## src/tlvp_pkg.sv

```systemverilog
// Shared types, constants and the magic header table for the TLV block parser.
// No dependencies; every other file except tlvp_if imports this package.
`timescale 1ns / 1ps

package tlvp_pkg;

  // Header length in bytes and width of the buffer position counter
  localparam int unsigned HEADER_BYTES = 16;
  localparam int unsigned POS_BITS     = 32;
  localparam int unsigned MAGIC_BYTES  = 16;
  localparam int unsigned OFFSET_BITS  = 32;

  // Result queue depth (a final byte can push a block result and a status)
  localparam int unsigned RQ_DEPTH = 4;
  localparam int unsigned RQ_AW    = $clog2(RQ_DEPTH);

  typedef enum logic [2:0] {
    PH_HEADER  = 3'd0,
    PH_TAG     = 3'd1,
    PH_LENGTH  = 3'd2,
    PH_PAYLOAD = 3'd3,
    PH_SKIP    = 3'd4
  } phase_e;

  typedef enum logic [1:0] {
    EV_BLOCK  = 2'd0,
    EV_OK     = 2'd1,
    EV_HEADER = 2'd2,
    EV_TRUNC  = 2'd3
  } event_e;

  // One result item
  typedef struct packed {
    event_e                  kind;
    logic signed [63:0]      tag;
    logic [63:0]             length;
    logic [OFFSET_BITS-1:0]  offset;
    logic                    final_res;
  } res_t;

  // Push request from the parser datapath into the result queue
  typedef struct packed {
    logic [1:0] cnt;    // 0, 1 or 2 results this cycle
    res_t       first;
    res_t       second;
  } rq_push_t;

  // Magic pattern: "Armageddon" followed by 6, 6, 6, 42, 30, 0
  localparam logic [7:0] MAGIC [MAGIC_BYTES] = '{
    8'h41, 8'h72, 8'h6d, 8'h61, 8'h67, 8'h65, 8'h64, 8'h64,
    8'h6f, 8'h6e, 8'd6,  8'd6,  8'd6,  8'd42, 8'd30, 8'd0
  };

endpackage

```

## src/tlvp_if.sv

```systemverilog
// Stream channel interfaces for the TLV block parser: byte input and result output.
// Depends on nothing; payload widths follow the parser's field list.
`timescale 1ns / 1ps

interface tlvp_in_if;
  logic       valid;
  logic       ready;
  logic [7:0] data_byte;
  logic       last_byte;

  modport source (output valid, output data_byte, output last_byte, input ready);
  modport sink   (input valid, input data_byte, input last_byte, output ready);
endinterface

interface tlvp_out_if;
  logic               valid;
  logic               ready;
  logic [1:0]         event_kind;
  logic signed [63:0] block_tag;
  logic [63:0]        block_length;
  logic [31:0]        payload_offset;
  logic               final_result;

  modport source (output valid, output event_kind, output block_tag, output block_length,
                  output payload_offset, output final_result, input ready);
  modport sink   (input valid, input event_kind, input block_tag, input block_length,
                  input payload_offset, input final_result, output ready);
endinterface

```

## src/tlvp_result_queue.sv

```systemverilog
// Small result queue: takes up to two results per cycle, hands out one per transfer.
// Depends on tlvp_pkg.
`timescale 1ns / 1ps

module tlvp_result_queue
  import tlvp_pkg::*;
(
  input  logic     clk_i,
  input  logic     rst_ni,
  input  rq_push_t push_i,
  output logic     room_o,    // space for two more results
  output logic     valid_o,
  input  logic     ready_i,
  output res_t     head_o
);

  res_t             mem_q [RQ_DEPTH];
  logic [RQ_AW-1:0] wr_ptr_q, wr_ptr_d;
  logic [RQ_AW-1:0] rd_ptr_q, rd_ptr_d;
  logic [RQ_AW:0]   count_q, count_d;
  logic             pop;
  logic [RQ_AW-1:0] wr_next;

  assign pop     = valid_o && ready_i;
  assign valid_o = (count_q != '0);
  assign head_o  = mem_q[rd_ptr_q];
  assign room_o  = (count_q <= (RQ_AW+1)'(RQ_DEPTH - 2));
  assign wr_next = wr_ptr_q + RQ_AW'(1);

  // Pointer and fill count update
  always_comb begin
    wr_ptr_d = wr_ptr_q + RQ_AW'(push_i.cnt);
    rd_ptr_d = rd_ptr_q + RQ_AW'(pop);
    count_d  = count_q + (RQ_AW+1)'(push_i.cnt) - (RQ_AW+1)'(pop);
  end

  always_ff @(posedge clk_i or negedge rst_ni) begin
    if (!rst_ni) begin
      wr_ptr_q <= '0;
      rd_ptr_q <= '0;
      count_q  <= '0;
    end else begin
      wr_ptr_q <= wr_ptr_d;
      rd_ptr_q <= rd_ptr_d;
      count_q  <= count_d;
    end
  end

  // Storage: payload only, no reset
  always_ff @(posedge clk_i) begin
    if (push_i.cnt != 2'd0) begin
      mem_q[wr_ptr_q] <= push_i.first;
    end
    if (push_i.cnt == 2'd2) begin
      mem_q[wr_next] <= push_i.second;
    end
  end

  // Checks
  a_no_overflow: assert property (@(posedge clk_i) disable iff (!rst_ni)
    (push_i.cnt != 2'd0) |-> room_o)
    else $error("result queue push without room");

  a_count_bound: assert property (@(posedge clk_i) disable iff (!rst_ni)
    count_q <= (RQ_AW+1)'(RQ_DEPTH))
    else $error("result queue count out of range");

  a_count_step: assert property (@(posedge clk_i) disable iff (!rst_ni)
    (push_i.cnt == 2'd0 && !pop) |=> $stable(count_q))
    else $error("result queue count moved without push or pop");

endmodule

```

## src/tlv_block_stream_parser_core.sv

```systemverilog
// Top level of the TLV block parser: header check, tag/length assembly, payload
// counting and status generation. Depends on tlvp_pkg, tlvp_if, tlvp_result_queue.
//
//   channel | dir | payload                                            | transfer when
//   in_i    | in  | data_byte[7:0], last_byte                          | valid & ready
//   out_o   | out | event_kind[1:0], block_tag[63:0], block_length[63:0],| valid & ready
//           |     | payload_offset[31:0], final_result                 |
//
// One byte is taken per cycle while the queue has room; its results are written to
// the result queue at the same edge and can leave on the next cycle. A final byte
// that closes a block gives two results, which drain one per cycle, while out_o.ready
// is high, through the four-entry result queue. in_i.ready drops only while the queue
// holds more than two results. rst_ni clears all parser state and the queue; the
// parser also returns to its reset state by itself after each final byte.
`timescale 1ns / 1ps

module tlv_block_stream_parser_core
  import tlvp_pkg::*;
(
  input  logic  clk_i,
  input  logic  rst_ni,
  tlvp_in_if.sink    in_i,
  tlvp_out_if.source out_o
);

  phase_e              phase_q, phase_d;
  logic [2:0]          cnt_q, cnt_d;
  logic [63:0]         tag_q, tag_d;
  logic [63:0]         len_q, len_d;
  logic [63:0]         rem_q, rem_d;
  logic [POS_BITS-1:0] pos_q, pos_d;
  logic [POS_BITS-1:0] saved_q, saved_d;
  logic [1:0]          err_q, err_d;
  logic                past_q, past_d;

  logic     in_fire;
  logic     room;
  logic     blk_valid;
  res_t     blk_res;
  res_t     stat_res;
  rq_push_t push;
  res_t     head;
  logic [5:0] byte_sel;
  logic [63:0] len_full;

  assign in_fire    = in_i.valid && in_i.ready;
  assign in_i.ready = room;
  assign byte_sel   = {cnt_q, 3'b000};

  // Length word with the current byte merged in
  always_comb begin
    len_full = len_q;
    len_full[byte_sel +: 8] = len_q[byte_sel +: 8] | in_i.data_byte;
  end

  // Next state and results for the byte at the input
  always_comb begin
    phase_d   = phase_q;
    cnt_d     = cnt_q;
    tag_d     = tag_q;
    len_d     = len_q;
    rem_d     = rem_q;
    pos_d     = pos_q;
    saved_d   = saved_q;
    err_d     = err_q;
    past_d    = past_q;
    blk_valid = 1'b0;
    blk_res   = '0;
    stat_res  = '0;

    if (in_fire) begin
      if (phase_q != PH_SKIP && past_q) begin
        err_d   = EV_TRUNC;
        phase_d = PH_SKIP;
      end else begin
        case (phase_q)
          PH_HEADER: begin
            if (pos_q < POS_BITS'(MAGIC_BYTES) &&
                in_i.data_byte != MAGIC[pos_q[3:0]]) begin
              err_d   = EV_HEADER;
              phase_d = PH_SKIP;
            end else if (pos_q >= POS_BITS'(HEADER_BYTES - 1)) begin
              phase_d = PH_TAG;
              cnt_d   = '0;
              tag_d   = '0;
            end
          end
          PH_TAG: begin
            tag_d[byte_sel +: 8] = tag_q[byte_sel +: 8] | in_i.data_byte;
            cnt_d = cnt_q + 3'd1;
            if (cnt_q == 3'd7) begin
              len_d   = '0;
              phase_d = PH_LENGTH;
            end
          end
          PH_LENGTH: begin
            len_d = len_full;
            cnt_d = cnt_q + 3'd1;
            if (cnt_q == 3'd7) begin
              if (pos_q == '1) begin
                err_d   = EV_TRUNC;
                phase_d = PH_SKIP;
              end else if (len_full == '0) begin
                // zero-length block completes at once
                blk_valid      = 1'b1;
                blk_res.kind   = EV_BLOCK;
                blk_res.tag    = tag_q;
                blk_res.offset = OFFSET_BITS'(pos_q + POS_BITS'(1));
                tag_d          = '0;
                phase_d        = PH_TAG;
              end else begin
                saved_d = pos_q + POS_BITS'(1);
                rem_d   = len_full;
                phase_d = PH_PAYLOAD;
              end
            end
          end
          PH_PAYLOAD: begin
            rem_d = rem_q - 64'd1;
            if (rem_q == 64'd1) begin
              blk_valid      = 1'b1;
              blk_res.kind   = EV_BLOCK;
              blk_res.tag    = tag_q;
              blk_res.length = len_q;
              blk_res.offset = OFFSET_BITS'(saved_q);
              tag_d          = '0;
              cnt_d          = '0;
              phase_d        = PH_TAG;
            end
          end
          default: begin
          end
        endcase
      end

      // Position counter saturates and flags overflow
      if (pos_q == '1) begin
        past_d = 1'b1;
      end else begin
        pos_d = pos_q + POS_BITS'(1);
      end

      // Closing status on the final byte, then back to reset state
      if (in_i.last_byte) begin
        stat_res.final_res = 1'b1;
        if (err_d != 2'd0) begin
          stat_res.kind = event_e'(err_d);
        end else if (phase_d == PH_HEADER) begin
          stat_res.kind = EV_HEADER;
        end else if (phase_d == PH_TAG && cnt_d == 3'd0) begin
          stat_res.kind = EV_OK;
        end else begin
          stat_res.kind = EV_TRUNC;
        end
        phase_d = PH_HEADER;
        cnt_d   = '0;
        tag_d   = '0;
        len_d   = '0;
        rem_d   = '0;
        pos_d   = '0;
        saved_d = '0;
        err_d   = '0;
        past_d  = 1'b0;
      end
    end
  end

  // Results into the queue, block result ahead of the status
  always_comb begin
    push.cnt    = 2'(blk_valid) + 2'(in_fire && in_i.last_byte);
    push.first  = blk_valid ? blk_res : stat_res;
    push.second = stat_res;
  end

  always_ff @(posedge clk_i or negedge rst_ni) begin
    if (!rst_ni) begin
      phase_q <= PH_HEADER;
      cnt_q   <= '0;
      tag_q   <= '0;
      len_q   <= '0;
      rem_q   <= '0;
      pos_q   <= '0;
      saved_q <= '0;
      err_q   <= '0;
      past_q  <= 1'b0;
    end else begin
      phase_q <= phase_d;
      cnt_q   <= cnt_d;
      tag_q   <= tag_d;
      len_q   <= len_d;
      rem_q   <= rem_d;
      pos_q   <= pos_d;
      saved_q <= saved_d;
      err_q   <= err_d;
      past_q  <= past_d;
    end
  end

  tlvp_result_queue u_queue (
    .clk_i   (clk_i),
    .rst_ni  (rst_ni),
    .push_i  (push),
    .room_o  (room),
    .valid_o (out_o.valid),
    .ready_i (out_o.ready),
    .head_o  (head)
  );

  assign out_o.event_kind     = head.kind;
  assign out_o.block_tag      = head.tag;
  assign out_o.block_length   = head.length;
  assign out_o.payload_offset = head.offset;
  assign out_o.final_result   = head.final_res;

  // Checks
  a_restart_after_last: assert property (@(posedge clk_i) disable iff (!rst_ni)
    (in_fire && in_i.last_byte) |=> (phase_q == PH_HEADER && pos_q == '0 && err_q == 2'd0))
    else $error("parser did not return to header phase after final byte");

  a_error_skips: assert property (@(posedge clk_i) disable iff (!rst_ni)
    (err_q != 2'd0) |-> (phase_q == PH_SKIP))
    else $error("error recorded outside skip phase");

  a_status_fields_zero: assert property (@(posedge clk_i) disable iff (!rst_ni)
    (out_o.valid && out_o.final_result) |->
      (out_o.block_tag == '0 && out_o.block_length == '0 && out_o.payload_offset == '0))
    else $error("status result carries block fields");

  a_payload_nonzero: assert property (@(posedge clk_i) disable iff (!rst_ni)
    (phase_q == PH_PAYLOAD) |-> (rem_q != '0))
    else $error("payload phase with nothing left to count");

endmodule

```

## src/flat_wrapper.sv

```systemverilog
// flat-port wrapper written by rule: the top's interface ports become plain ports
module tlv_block_stream_parser_core_flat import tlvp_pkg::*;
  (clk_i, rst_ni, in_i_valid, in_i_data_byte, in_i_last_byte, in_i_ready, out_o_valid, out_o_event_kind, out_o_block_tag, out_o_block_length, out_o_payload_offset, out_o_final_result, out_o_ready);
  tlvp_in_if in_i_i ();
  tlvp_out_if out_o_i ();
  input  logic clk_i;
  input  logic rst_ni;
  input wire logic [$bits(in_i_i.valid)-1:0] in_i_valid;
  input wire logic [$bits(in_i_i.data_byte)-1:0] in_i_data_byte;
  input wire logic [$bits(in_i_i.last_byte)-1:0] in_i_last_byte;
  output wire logic [$bits(in_i_i.ready)-1:0] in_i_ready;
  output wire logic [$bits(out_o_i.valid)-1:0] out_o_valid;
  output wire logic [$bits(out_o_i.event_kind)-1:0] out_o_event_kind;
  output wire logic [$bits(out_o_i.block_tag)-1:0] out_o_block_tag;
  output wire logic [$bits(out_o_i.block_length)-1:0] out_o_block_length;
  output wire logic [$bits(out_o_i.payload_offset)-1:0] out_o_payload_offset;
  output wire logic [$bits(out_o_i.final_result)-1:0] out_o_final_result;
  input wire logic [$bits(out_o_i.ready)-1:0] out_o_ready;
  assign in_i_i.valid = in_i_valid;
  assign in_i_i.data_byte = in_i_data_byte;
  assign in_i_i.last_byte = in_i_last_byte;
  assign in_i_ready = in_i_i.ready;
  assign out_o_valid = out_o_i.valid;
  assign out_o_event_kind = out_o_i.event_kind;
  assign out_o_block_tag = out_o_i.block_tag;
  assign out_o_block_length = out_o_i.block_length;
  assign out_o_payload_offset = out_o_i.payload_offset;
  assign out_o_final_result = out_o_i.final_result;
  assign out_o_i.ready = out_o_ready;
  tlv_block_stream_parser_core u_core (.clk_i(clk_i), .rst_ni(rst_ni), .in_i(in_i_i), .out_o(out_o_i));
endmodule
```

## config.mk

```make
export PLATFORM = sky130hd
export DESIGN_NAME = tlv_block_stream_parser_core_flat
export DESIGN_NICKNAME = d
export VERILOG_FILES = /design/src/tlvp_pkg.sv /design/src/tlvp_if.sv /design/src/tlvp_result_queue.sv /design/src/tlv_block_stream_parser_core.sv /design/src/flat_wrapper.sv
export SDC_FILE = /design/constraint.sdc
export NUM_CORES = 2
export LEC_CHECK = 0
export BUFFER_PORTS_ARGS = -buffer_cell sky130_fd_sc_hd__buf_2
export CORE_ASPECT_RATIO = 0.7
export CORE_MARGIN = 2
export CORE_UTILIZATION = 50
export CTS_CLUSTER_DIAMETER = 40
export DETAILED_ROUTE_END_ITERATION = 16
export PLACE_DENSITY = 0.77
export RECOVER_POWER = 100
export SKIP_CTS_REPAIR_TIMING = 1
export SKIP_LAST_GASP = 1
export SYNTH_ARGS = -nofsm -noshare
export SYNTH_HDL_FRONTEND = slang
export SYNTH_SLANG_ARGS = --single-unit
```

## constraint.sdc

```tcl
create_clock -name clk_i -period 7 [get_ports clk_i]
set_input_delay 1.05 -clock clk_i [delete_from_list [all_inputs] [get_ports clk_i]]
set_output_delay 1.05 -clock clk_i [all_outputs]
set_load 0.005 [all_outputs]
```

== Word level (Yosys, flattened, before mapping) ==
Memories as Yosys holds them, arrays and structs flattened.
Cells that the tools add are included.

* Input bits: 13
* Logic and storage cells: 172
* Bits in read-only memories: 128
* Memory bits (writable): 652
* Bits in registers: 272
* Memories kept: 2
* Output and inout port bits: 165

* Bitwise gates (word level): 3
* $add $sub $neg: 10
* Reductions and logical operators: 26
* Shift operators: 5
* Equality and inequality tests: 21
* $lt $le $gt $ge: 4
* Multiplexer cells: 89

{| class="wikitable"
|+ Memory list
! name !! words !! bits a word !! read ports !! clocked after memory_dff !! write ports !! line !! RTL
|-
| u_core.u_queue.mem_q || 4 || 163 || 1 || 0 || 2 || tlvp_result_queue.sv:17 || <nowiki>res_t mem_q [RQ_DEPTH];</nowiki>
|-
| (name not given) || 16 || 8 || 1 || 0 || 0 || tlv_block_stream_parser_core.sv:79 || <nowiki>in_i.data_byte != MAGIC[pos_q[3:0]]) begin</nowiki>
|}

{| class="wikitable"
|+ Operators with widths
! kind !! number
|-
| $mux W64 || 18
|-
| $mux W32 || 11
|-
| $mux W162 || 2
|-
| $pmux W64 S2 || 2
|-
| $pmux W64 S4 || 1
|-
| $mux W163 || 1
|-
| $mux W160 || 1
|-
| $mux W66 || 2
|-
| $pmux W66 S2 || 1
|-
| $bwmux W64 || 2
|-
| $shiftx A64 B7 Y8 || 2
|-
| $shiftx A8 B8 Y64 || 2
|-
| $eq A64 B1 Y1 const B || 1
|-
| $logic_not A64 Y1 || 1
|-
| $pmux W32 S2 || 1
|-
| $shift A8 B8 Y64 const A || 1
|-
| $sub A64 B1 Y64 const B || 1
|-
| $mux W3 || 15
|-
| $add A32 B1 Y32 const B || 1
|-
| $eq A32 B32 Y1 const B || 1
|-
| $ge A32 B4 Y1 const B || 1
|-
| $lt A32 B5 Y1 const B || 1
|-
| $mux W2 || 12
|-
| $mux W8 || 2
|-
| 35 further kinds || 75
|}

== Depth between registers and ports, before layout ==
* Depth after elaboration: 19
* Depth in mapped cells: 27
* Depth with buffers taken out: 20

== Modules after synthesis ==
Synthesis repeated with hierarchy kept, for this count alone.

* Cells, all modules: 3576
* Area, all modules: 49312.3 um^2

{| class="wikitable"
|+ Modules (own cells, without submodules)
! module !! cells an instance !! sequential area each (um^2) !! area an instance (um^2) !! times used
|-
| tlvp_result_queue || 1618 || 19753.9 || 32353.5 || 1
|-
| tlv_block_stream_parser_core || 1958 || 6631.4 || 16958.8 || 1
|}

== Worst setup path before layout ==
Ideal clock, no wire load.

* Kind: reg-to-reg
* Start: register u_core.cnt_q[0]
* End: memory u_core.u_queue.mem_q[0][0] (netlist bit) (enable)
* Period minus slack after synthesis: 6.205 ns
* Arrival: 5.905 ns
* Setup slack: 0.795 ns
* Path buffers: 10
* Stages on the path, launching flop included: 27
* Required time: 6.700 ns
* Library setup time: 0.300 ns
* Cells stage by stage: dfrtp_1 > buf_4 > buf_4 > buf_4 > buf_4 > inv_1 > ha_1 > ha_1 > nand2b_1 > or3_1 > clkbuf_1 > a22o_1 > or4_1 > nor4_1 > nand4_1 > nor2_2 > clkbuf_1 > and3_1 > o21ai_0 > ha_1 > or3_1 > clkbuf_1 > and2_1 > clkbuf_1 > clkbuf_1 > buf_1 > inv_1

{| class="wikitable"
|+ RTL lines
! element !! line !! RTL
|-
| start, declared || tlv_block_stream_parser_core.sv:27 || <nowiki>logic [2:0] cnt_q, cnt_d;</nowiki>
|-
| start signal, assigned || tlv_block_stream_parser_core.sv:188 || <nowiki>cnt_q <= cnt_d;</nowiki>
|-
| end, declared || tlvp_result_queue.sv:17 ||
|}

==> metrics.txt <==
worst slew pin tran=roughly 4.4 ns; Synth Instances=a little under 4000; number of routed nets with antenna violations=0; vias per cell=6.97; initial core utilization=0.507; fin. max-slew vios=162; syn_nets=approximately 3900; Hold Vio Cnt, Final=0; Synth warnings=0; die width=roughly 350 um; first-pass GRT wire length=a little over 200000 um; vias in the first global route=between 30000 and 40000; clock slew at reported path FFs=0.07 ns; top layer in use=met5; Final HPWL DP=about 86000 um; status=finished, violations left; fin util=0.567; Crit Path Class=register to register; Top Ports=178; CP startpoint kind=register; total power=about 0.017 W; critical path required time=about 7.6 ns; share of layout cells above drive strength 1=0.159; Primary FF master, synth=dfxtp_1; PortBufs=between 150 and 200; failing checks=max-capacitance violations, max-slew violations; M1 WL=56000 um; Netlist cell types=90; final count of negative-setup-slack endpoints=0; PwrDens=around 370 nW/um^2; WL/cell=~27 um; initial antenna violation count=5; peak supply drop=about 0.00041 V; arrival time worst endpoint=7.52 ns; Yosys top cell area share=0.312; MaxCap Viol Count=4; Async SR Flop Fraction=0.294; area delta synth->final=11.8%; synthesis-stage register bit count=about 900; Sink Count=around 900; Post-Syn Area=roughly 41000 um^2; Max Freq=approximately 0.15 GHz; core area=roughly 81000 um^2; WL met3=~16000 um; largest net degree at the start of global routing=150; DP Cell Count=between 4000 and 5000; CTS tree=yes; vias post-DR=roughly 35000; Max clock buf depth=3; Fin Setup TNS=0 ns; Synth Area per Inst=~11 um^2; crit-path max FO=between 50 and 60; final instance area=about 46000 um^2; RSZ-0062 raised after global routing=false; clk root buf=clkbuf_16; crit share post-route=0.984; cell taking the most area after synthesis=dfxtp_1; most numerous cell in the Yosys netlist=dfxtp_1; WL met2=roughly 58000 um; fin cells=5021; clk_lat worst skew=~0.69 ns; Leakage Power=approximately 18 nW; Num CTS Buffers=approximately 100; Placed Area=roughly 43000 um^2; fin nets=a little under 4000; final worst path period need=a little under 7 ns; drt total wl=between 100000 and 150000 um; die area=~84000 um^2; Post-synth EDFFs=12; GPL Wtd Cong=slightly above 1; synth cell count leaders=dfxtp_1, a22o_1, o21ai_0, nand2_1, dfrtp_1; synth top area cells=dfxtp_1, dfrtp_1, a22o_1; clk_skew=0.0287 ns; total grt overflow=0; DR iter-0 viols=about 5000; drt drc=0; All-Layer GR Usage=0.310; crit end category=register; H-tree Lvls=3; Worst slew margin=-1.95; num rows=87; hold crit path type=register to register; Die Y=between 200 and 250 um; total iterations of the first detailed-routing run=7; sequential area share after synthesis=0.487
## worst max-delay path, cell delays in order, from the launching register on
cell	delay, ns
dfrtp_4	0.40
buf_4	0.75
mux4_2	0.65
a2bb2oi_1	0.41
a31oi_1	0.25
a2111oi_0	0.90
and4_1	0.29
nand4_1	0.30
nor2_4	0.21
and3_1	0.18
o21ai_0	0.12
ha_1	0.36
nor2_1	0.14
and2_1	0.23
nand2_1	0.24
o22ai_4	0.82
clkbuf_2	0.35
a22o_1	0.16
## through the flow
step,hold WS [ns],setup slack [ns]
after global placement,0.451,0.620
final,0.473,0.109
after floorplan,0.438,0.795
after CTS,0.327,0.558
after global routing,0.487,0.0486
after detailed placement,0.458,0.634
## layer usage
layer | track usage | vias to the layer above
met5 | 0 | -
met4 | 0.108 | 6
met3 | 0.0709 | 308
met2 | 0.442 | 2325
met1 | 0.460 | 17513
li1 | - | 14869
## kinds of logic after synthesis
kind of cell | share of synthesized area
buffers and inverters | 0.0405
AOI/OAI and AO/OA | 0.250
adders and majority gates | 0.00659
xor gates and xnor gates | 0.00790
muxes | 0.109
DFF | 0.487
and+or+nand+nor | 0.0991
## power by group
| group | leakage [nW] | switching, W | internal [W] |
|---|---|---|---|
| sequential | 9.03 | 0.000383 | 0.00548 |
| clock | 1.70 | 0.00234 | 0.00318 |
| combinational | 6.90 | 0.00397 | 0.00155 |
| total | 17.6 | 0.00669 | 0.0102 |
## flip-flops by register name, indices dropped and copies added, names as in the netlist
signal	count
u_core.past_q	1
u_core.rem_q	64
u_core.tag_q	64
u_core.phase_q	3
u_core.u_queue.wr_ptr_q	2
u_core.pos_q	32
u_core.u_queue.mem_q	652
u_core.saved_q	32
u_core.cnt_q	3
u_core.err_q	2
u_core.u_queue.count_q	3
u_core.len_q	64
u_core.u_queue.rd_ptr_q	2
## path summary, 6_finish.rpt
check	endpoint	from	cells past startpoint	slack, ns
max in group asynchronous	u_core.u_queue.rd_ptr_q[1]	rst_ni	1	2.00
worst max-delay path	u_core.u_queue.mem_q[1][130]	u_core.cnt_q[0]	17	0.11
min in group asynchronous	u_core.saved_q[5]	rst_ni	1	1.93
worst min-delay path	u_core.u_queue.mem_q[3][83]	u_core.u_queue.mem_q[3][83]	1	0.47
worst min register to register	u_core.u_queue.mem_q[3][83]	u_core.u_queue.mem_q[3][83]	1	0.47
worst max register to register	u_core.u_queue.mem_q[1][130]	u_core.cnt_q[0]	17	0.11
## cell type report
cell class	instances	area, um^2
Clock inverter	51	594
Fill cell	6734	35000
Inverter	33	124
Timing Repair Buffer	265	1550
Sequential cell	924	20000
Multi-Input combinational cell	2542	19400
Clock buffer	136	2890
Antenna cell	2	5.00
Tap cell	1068	1340
## placed cells by master, fill, tap and decap left out, types with 23 or more instances in the layout
master,count
a211oi_1,37
a21oi_1,92
a22o_1,521
a22oi_1,120
a31oi_1,36
and3_1,23
buf_2,124
buf_4,58
clkbuf_1,73
clkbuf_16,104
dfrtp_1,270
dfxtp_1,640
inv_1,32
mux4_2,182
nand2_1,300
nand3_1,85
nor2_1,147
nor3_1,121
nor4_1,36
o21ai_0,381
o22ai_1,78
o31ai_1,53
No activity file was read; power rests on OpenSTA's default activity.
